==> config.mk <==
export PLATFORM = sky130hd
export DESIGN_NAME = lightmap_style_combine_pack
export DESIGN_NICKNAME = d
export VERILOG_FILES = /design/src/lscp_pkg.sv /design/src/lightmap_style_combine_pack.sv
export SDC_FILE = /design/constraint.sdc
export NUM_CORES = 2
export LEC_CHECK = 0
export BUFFER_PORTS_ARGS = -buffer_cell sky130_fd_sc_hd__buf_2
export CORE_MARGIN = 5
export CORE_UTILIZATION = 39
export DETAILED_ROUTE_END_ITERATION = 10
export GPL_TIMING_DRIVEN = 0
export SETUP_SLACK_MARGIN = 0.02
export SYNTH_ARGS = -nofsm -noshare
export SYNTH_HDL_FRONTEND = slang
export SYNTH_SLANG_ARGS = --single-unit
==> constraint.sdc <==
create_clock -name clk_i -period 29.9 [get_ports clk_i]
set_clock_uncertainty 0.05 [all_clocks]
set_input_delay 2.99 -clock clk_i [delete_from_list [all_inputs] [get_ports clk_i]]
set_output_delay 2.99 -clock clk_i [all_outputs]
set_load 0.02 [all_outputs]
==> src/lscp_pkg.sv <==
package lscp_pkg;

  localparam int MAX_LAYERS = 4;
  localparam int LAYER_W    = (MAX_LAYERS > 1) ? $clog2(MAX_LAYERS) : 1;
  localparam int CNT_W      = ($clog2(MAX_LAYERS + 1) > 3) ? $clog2(MAX_LAYERS + 1) : 3;
  // one layer adds less than 2^25 in magnitude
  localparam int SUM_W      = 26 + $clog2(MAX_LAYERS);
  localparam int CH_W       = SUM_W - 9;
  localparam int NUM_W      = CH_W + 8;

  localparam int NUM_SCALE   = 4;
  localparam int SCALE_IDX_W = 2;
  localparam int SAMPLE_W    = 8;
  localparam int DYN_W       = 24;
  localparam int FACTOR_W    = 16;
  localparam int SCALE_W     = 48;
  localparam int BYTE_W      = 8;
  localparam int QUO_W       = 8;
  localparam int NUM_CH      = 3;
  localparam int NUM_MAPS_W  = 3;

  localparam int S_TDATA_W = NUM_CH * (SAMPLE_W + DYN_W);
  localparam int M_TDATA_W = 4 * BYTE_W;
  localparam int CFG_IDX_W = 3;

  localparam logic [SCALE_W-1:0] SCALE_RESET = 48'h0100_0100_0100;
  localparam logic [BYTE_W-1:0]  FULL_BYTE   = 8'hFF;

  typedef enum logic [CFG_IDX_W-1:0] {
    CFG_NUM_MAPS    = 3'd0,
    CFG_HAS_SAMPLES = 3'd1,
    CFG_BGRA_ORDER  = 3'd2,
    CFG_SCALE_MAP0  = 3'd3,
    CFG_SCALE_MAP1  = 3'd4,
    CFG_SCALE_MAP2  = 3'd5,
    CFG_SCALE_MAP3  = 3'd6
  } cfg_idx_e;

endpackage

==> src/lightmap_style_combine_pack.sv <==
// Channel   Dir  Handshake                    Payload
// s_axis    in   s_axis_tvalid/s_axis_tready  one layer sample and dynamic light
// m_axis    out  m_axis_tvalid/m_axis_tready  packed texel bytes, alpha on top
// cfg       in   cfg_we_i                     register index and data
//
// A layer that is not the last of its texel is accepted, then makes three
// channel passes through the one 8x16 multiply-add.
// The last layer adds a scan state and an output state; when a channel exceeds
// 255, the shared restoring divider works through each channel in turn first.
// Full bright texels go straight to output. Reset clears the running sums at once.
// A result waits in the output register; the next item is taken meanwhile.
module lightmap_style_combine_pack import lscp_pkg::*; (
  input  logic                 clk_i,
  input  logic                 rst_ni,
  input  logic                 s_axis_tvalid,
  output logic                 s_axis_tready,
  // sample_red, sample_green, sample_blue, dyn_red, dyn_green, dyn_blue
  input  logic [S_TDATA_W-1:0] s_axis_tdata,
  output logic                 m_axis_tvalid,
  input  logic                 m_axis_tready,
  // out_first, out_second, out_third, out_alpha
  output logic [M_TDATA_W-1:0] m_axis_tdata,
  input  logic                 cfg_we_i,
  input  logic [CFG_IDX_W-1:0] cfg_idx_i,
  input  logic [SCALE_W-1:0]   cfg_data_i
);

  typedef enum logic [2:0] {
    ST_IDLE,
    ST_MAC,
    ST_SCAN,
    ST_DIV,
    ST_OUT
  } state_e;

  logic [NUM_MAPS_W-1:0] num_maps_q;
  logic                  has_samples_q;
  logic                  bgra_q;
  logic [SCALE_W-1:0]    scale_q [NUM_SCALE];

  state_e                    state_q;
  logic [1:0]                chan_q;
  logic [2:0]                step_q;
  logic [LAYER_W-1:0]        layer_q;
  logic signed [SUM_W-1:0]   sum_q [NUM_CH];
  logic [SAMPLE_W-1:0]       smp_q [NUM_CH];
  logic signed [DYN_W-1:0]   dyn_q [NUM_CH];
  logic [CH_W-1:0]           ch_q  [NUM_CH];
  logic [CH_W-1:0]           mx_q;
  logic [NUM_W-1:0]          rem_q;
  logic [NUM_W-1:0]          den_q;
  logic [QUO_W-1:0]          quo_q;
  logic [BYTE_W-1:0]         res_q [NUM_CH];
  logic                      mvalid_q;
  logic [M_TDATA_W-1:0]      mdata_q;

  logic [SCALE_IDX_W-1:0]    scale_idx;
  logic [FACTOR_W-1:0]       factor;
  logic [SAMPLE_W+FACTOR_W-1:0] prod;
  logic signed [SUM_W-1:0]   mac_sum;
  logic [CNT_W-1:0]          num_ext;
  logic [CNT_W-1:0]          eff_layers;
  logic [CNT_W-1:0]          cnt_next;
  logic                      last_layer;
  logic [CH_W-1:0]           flr [NUM_CH];
  logic [CH_W-1:0]           mx;
  logic                      div_ge;
  logic [1:0]                chan_nx;
  logic [QUO_W-1:0]          quo_nx;

  function automatic logic [NUM_W-1:0] times255(input logic [CH_W-1:0] v);
    return {v, 8'd0} - {8'd0, v};
  endfunction

  always_comb begin
    if (32'(layer_q) > NUM_SCALE - 1) begin
      scale_idx = SCALE_IDX_W'(NUM_SCALE - 1);
    end else begin
      scale_idx = SCALE_IDX_W'(layer_q);
    end
    case (chan_q)
      2'd0:    factor = scale_q[scale_idx][47:32];
      2'd1:    factor = scale_q[scale_idx][31:16];
      default: factor = scale_q[scale_idx][15:0];
    endcase
    prod    = smp_q[chan_q] * factor;
    mac_sum = sum_q[chan_q] + SUM_W'($signed({1'b0, prod})) + SUM_W'(dyn_q[chan_q]);

    num_ext = CNT_W'(num_maps_q);
    if (num_ext == '0) begin
      eff_layers = CNT_W'(1);
    end else if (32'(num_ext) > MAX_LAYERS) begin
      eff_layers = CNT_W'(MAX_LAYERS);
    end else begin
      eff_layers = num_ext;
    end
    cnt_next   = CNT_W'(layer_q) + CNT_W'(1);
    last_layer = (cnt_next >= eff_layers);

    mx = '0;
    for (int c = 0; c < NUM_CH; c++) begin
      flr[c] = sum_q[c][SUM_W-1] ? '0 : sum_q[c][SUM_W-2:8];
      if (flr[c] > mx) begin
        mx = flr[c];
      end
    end

    div_ge  = (rem_q >= den_q);
    quo_nx  = {quo_q[QUO_W-2:0], div_ge};
    chan_nx = chan_q + 2'd1;
  end

  assign s_axis_tready = (state_q == ST_IDLE);
  assign m_axis_tvalid = mvalid_q;
  assign m_axis_tdata  = mdata_q;

  always_ff @(posedge clk_i or negedge rst_ni) begin
    if (!rst_ni) begin
      num_maps_q    <= NUM_MAPS_W'(1);
      has_samples_q <= 1'b1;
      bgra_q        <= 1'b0;
      for (int i = 0; i < NUM_SCALE; i++) begin
        scale_q[i] <= SCALE_RESET;
      end
    end else if (cfg_we_i) begin
      case (cfg_idx_i)
        CFG_NUM_MAPS:    num_maps_q    <= cfg_data_i[NUM_MAPS_W-1:0];
        CFG_HAS_SAMPLES: has_samples_q <= cfg_data_i[0];
        CFG_BGRA_ORDER:  bgra_q        <= cfg_data_i[0];
        CFG_SCALE_MAP0:  scale_q[0]    <= cfg_data_i;
        CFG_SCALE_MAP1:  scale_q[1]    <= cfg_data_i;
        CFG_SCALE_MAP2:  scale_q[2]    <= cfg_data_i;
        CFG_SCALE_MAP3:  scale_q[3]    <= cfg_data_i;
        default: ;
      endcase
    end
  end

  always_ff @(posedge clk_i or negedge rst_ni) begin
    if (!rst_ni) begin
      state_q  <= ST_IDLE;
      chan_q   <= '0;
      step_q   <= '0;
      layer_q  <= '0;
      mx_q     <= '0;
      rem_q    <= '0;
      den_q    <= '0;
      quo_q    <= '0;
      mvalid_q <= 1'b0;
      mdata_q  <= '0;
      for (int c = 0; c < NUM_CH; c++) begin
        sum_q[c] <= '0;
        smp_q[c] <= '0;
        dyn_q[c] <= '0;
        ch_q[c]  <= '0;
        res_q[c] <= '0;
      end
    end else begin
      if (mvalid_q && m_axis_tready && (state_q != ST_OUT)) begin
        mvalid_q <= 1'b0;
      end
      case (state_q)
        ST_IDLE: begin
          if (s_axis_tvalid) begin
            for (int c = 0; c < NUM_CH; c++) begin
              smp_q[c] <= s_axis_tdata[c*SAMPLE_W +: SAMPLE_W];
              dyn_q[c] <= s_axis_tdata[NUM_CH*SAMPLE_W + c*DYN_W +: DYN_W];
            end
            chan_q <= '0;
            if (!has_samples_q) begin
              layer_q <= '0;
              for (int c = 0; c < NUM_CH; c++) begin
                sum_q[c] <= '0;
                res_q[c] <= FULL_BYTE;
              end
              state_q <= ST_OUT;
            end else begin
              state_q <= ST_MAC;
            end
          end
        end
        ST_MAC: begin
          sum_q[chan_q] <= mac_sum;
          if (chan_q == 2'd2) begin
            if (last_layer) begin
              state_q <= ST_SCAN;
            end else begin
              layer_q <= layer_q + LAYER_W'(1);
              state_q <= ST_IDLE;
            end
          end else begin
            chan_q <= chan_nx;
          end
        end
        ST_SCAN: begin
          layer_q <= '0;
          mx_q    <= mx;
          for (int c = 0; c < NUM_CH; c++) begin
            sum_q[c] <= '0;
            ch_q[c]  <= flr[c];
            res_q[c] <= flr[c][BYTE_W-1:0];
          end
          if (mx > CH_W'(255)) begin
            chan_q  <= '0;
            step_q  <= '0;
            rem_q   <= times255(flr[0]);
            den_q   <= NUM_W'(mx) << 7;
            state_q <= ST_DIV;
          end else begin
            state_q <= ST_OUT;
          end
        end
        ST_DIV: begin
          quo_q  <= quo_nx;
          step_q <= step_q + 3'd1;
          if (step_q == 3'd7) begin
            res_q[chan_q] <= quo_nx;
            if (chan_q == 2'd2) begin
              state_q <= ST_OUT;
            end else begin
              chan_q <= chan_nx;
              rem_q  <= times255(ch_q[chan_nx]);
              den_q  <= NUM_W'(mx_q) << 7;
            end
          end else begin
            if (div_ge) begin
              rem_q <= rem_q - den_q;
            end
            den_q <= den_q >> 1;
          end
        end
        ST_OUT: begin
          if (!mvalid_q || m_axis_tready) begin
            mvalid_q <= 1'b1;
            mdata_q  <= {FULL_BYTE,
                         bgra_q ? res_q[0] : res_q[2],
                         res_q[1],
                         bgra_q ? res_q[2] : res_q[0]};
            state_q  <= ST_IDLE;
          end
        end
        default: state_q <= ST_IDLE;
      endcase
    end
  end

endmodule

==> metrics.md <==
| Metric | Value |
|---|---|
| Max incr delay on CP | `0.94 ns` |
| Max Cap Violations | `0` |
| Post-synthesis xor/xnor area fraction | `2.22%` |
| Post-synthesis compound-gate area fraction | `14.2%` |
| DIE HEIGHT | `315 µm` |
| HPWL after DPL | `87300 µm` |
| Maximum clock frequency | `76.2 MHz` |
| Max-slew violations | `0` |
| Post-synth top flop | `dfrtp_1` |
| Cts repair resizes | `0` |
| CP delay by family, top | `compound AO/OA/AOI/OAI gates` |
| Remaining Overflow, GRT | `0` |
| Clk buf depth | `3` |
| Setup TNS Final | `0 ns` |
| Min cycle time layout | `13.13 ns` |
| Final wirelength | `114000 µm` |
| Relative slew slack | `19.7%` |
| Kind of end point of the critical path | `register` |
| Slowest cell on the critical path | `a21oi_1` |
| Nets | `4186` |
| # Post-CTS Setup Buffers | `0` |
| Initial DRC Count | `2159` |
| Main combinational cell family by area after synthesis | `multiplexers` |
| Clk sinks | `573` |
| Number of synthesis warnings | `0` |
| Initial core utilization | `39.1%` |
| Commonest non-fill, non-tap cells in the layout | `559 x dfrtp_1, 319 x mux2_2, 293 x nand2_1` |
| Final period util | `43.9%` |
| Mapped Area | `0.0363 mm²` |
| Post-synthesis simple-gate area fraction | `10.9%` |
| CP Buf/Inv Count | `10` |
| Crit path max fanout | `10` |
| Worst-Skew Late Latency | `0.66 ns` |
| First-pass GRT wire length | `175000 µm` |
| Gr usage total | `22.8%` |
| Cells after Synth | `3492` |
| Fillers | `8890` |
| Sequential share of the synthesized area | `39.5%` |
| Post-route DRC violation count | `0` |
| Dpl cell area | `0.0390 mm²` |
| Unique cell type count in the Yosys netlist | `84` |
| Final Instance Area | `0.0414 mm²` |
| Vias per cell | `5.55` |
| Rows | `112` |
| RSZ-0062 raised after global routing | `false` |
| Number of flops mapped to enable cells by yosys | `0` |
| Status | `finished clean` |
| Final hold vios | `0` |
| CORE AREA | `0.0929 mm²` |
| Critical Path RT | `30.34 ns` |
| Mux cell area share after synthesis | `16.6%` |
| CTS tree | `yes` |
| CTS clock-pin slew for the worst setup and hold paths | `0.06 ns` |
| Slew @ Worst Pin | `1.20 ns` |
| Worst Setup Path Type | `register to register` |
| Adder-Cell Fraction of Synth Area | `11.9%` |
| Setup-failing EPs final | `0` |
| Num CTS Buffers | `70` |
| Register bit total from synthesis | `573` |
| CP arrival | `13.57 ns` |
| DRT antenna net count | `0` |
| Initial antenna violation count | `6` |
| Syn-to-layout area delta | `13.9%` |
| Die W | `315 µm` |
| # IOs | `186` |
| Die ar. | `0.0994 mm²` |
| RD Place Congestion | `0.957` |
| Number of global-route vias before repair | `28.8k` |
| Share of cells above drive strength 1 | `20.5%` |
| Average size of a mapped cell | `10.4 µm²` |
| DR pass1 iterations | `5` |
| Critical Path Start Type | `register` |
| Worst hold path type | `register to register` |
| Most common cell after layout, fill and taps aside | `dfrtp_1` |
| Root buf cell | `clkbuf_16` |
| Pin count of the biggest net entering global routing | `121` |
| Synth async-reset ratio | `100%` |
| DR vias | `28.1k` |
| CTS H-Tree Depth | `3` |
| Syn nets | `3924` |
| Drt wl/cell | `22.6 µm` |
| Hold buffers post-CTS | `0` |
| Port bufs | `185` |
[per-stage QoR]
step	hold WS [ns]	std cells	worst slack, ns	utilization, %
after global routing	0.431	5067	15.94	44.6
final	0.425	5068	16.77	44.6
after detailed placement	0.413	4936	16.81	42.0
after CTS	0.428	5063	16.74	44.5
after global placement	0.406	4931	13.12	41.8
after floorplan	0.390	3492	20.09	-
[registers in the layout, summed over array words and instances (netlist names), 2 cells and up]
| signal | count |
|---|---|
| dyn_q | 72 |
| chan_q | 2 |
| layer_q | 2 |
| ch_q | 57 |
| num_ext | 3 |
| res_q | 24 |
| den_q | 26 |
| mx_q | 19 |
| m_axis_tdata | 25 |
| state_q | 3 |
| sum_q | 84 |
| rem_q | 27 |
| step_q | 3 |
| scale_q | 192 |
| smp_q | 24 |
| quo_q | 7 |
[cell usage after synthesis, types with 98 or more instances]
master / count / area, µm²
mux2_2: 319 / 3590
ha_1: 170 / 2130
a22o_1: 98 / 858
nand2_1: 293 / 1100
o21ai_0: 193 / 966
a21oi_1: 192 / 961
inv_1: 234 / 878
clkbuf_1: 128 / 480
fa_1: 110 / 2200
nor2_1: 234 / 878
dfrtp_1: 559 / 14000
mux2i_1: 112 / 1120
[layer usage]
metal	track usage (%)	vias up	part of all wire [%]	wire, µm
li1	-	12872	-	-
met1	29.9	14181	43	48600
met2	38.5	823	49	55800
met3	3.46	234	4.8	5500
met4	8.11	0	3.9	4420
met5	0	-	0	0
[final timing paths]
| check | startpoint | to | slack, ns | cells after the start |
|---|---|---|---|---|
| max | chan_q[1]$_DFFE_PN0P_ | sum_q[82]$_DFFE_PN0P_ | 16.77 | 34 |
| min | mx_q[0]$_DFFE_PN0P_ | mx_q[0]$_DFFE_PN0P_ | 0.42 | 1 |
| max reg2reg | chan_q[1]$_DFFE_PN0P_ | sum_q[82]$_DFFE_PN0P_ | 16.77 | 34 |
| min reg2reg | mx_q[0]$_DFFE_PN0P_ | mx_q[0]$_DFFE_PN0P_ | 0.42 | 1 |
| max in group asynchronous | rst_ni | dyn_q[28]$_DFFE_PN0P_ | 25.92 | 3 |
| min in group asynchronous | rst_ni | m_axis_tdata[24]$_DFFE_PN0P_ | 2.29 | 1 |
[kinds of logic after synthesis]
group           Yosys count
simple gates            853
flops                   573
buf+inv                 426
compound gates          774
xor+xnor                 92
fa+ha+maj               280
mux                     494
[cell type report]
class / count / area (µm²) / area share [%]
inverter: 234 / 878 / 2.12
clock inverter: 29 / 340 / 0.822
buffer: 192 / 821 / 1.98
sequential: 573 / 14400 / 34.7
tap: 1254 / 1570 / 3.79
timing repair buffer: 190 / 1070 / 2.59
multi-input combinational: 2493 / 20300 / 49.0
clock buffer: 98 / 2060 / 4.97
antenna: 5 / 12.5 / 0.0302
Power is not shown: default switching activity piles up to over one toggle a cycle in this logic, so the estimate is an artifact.
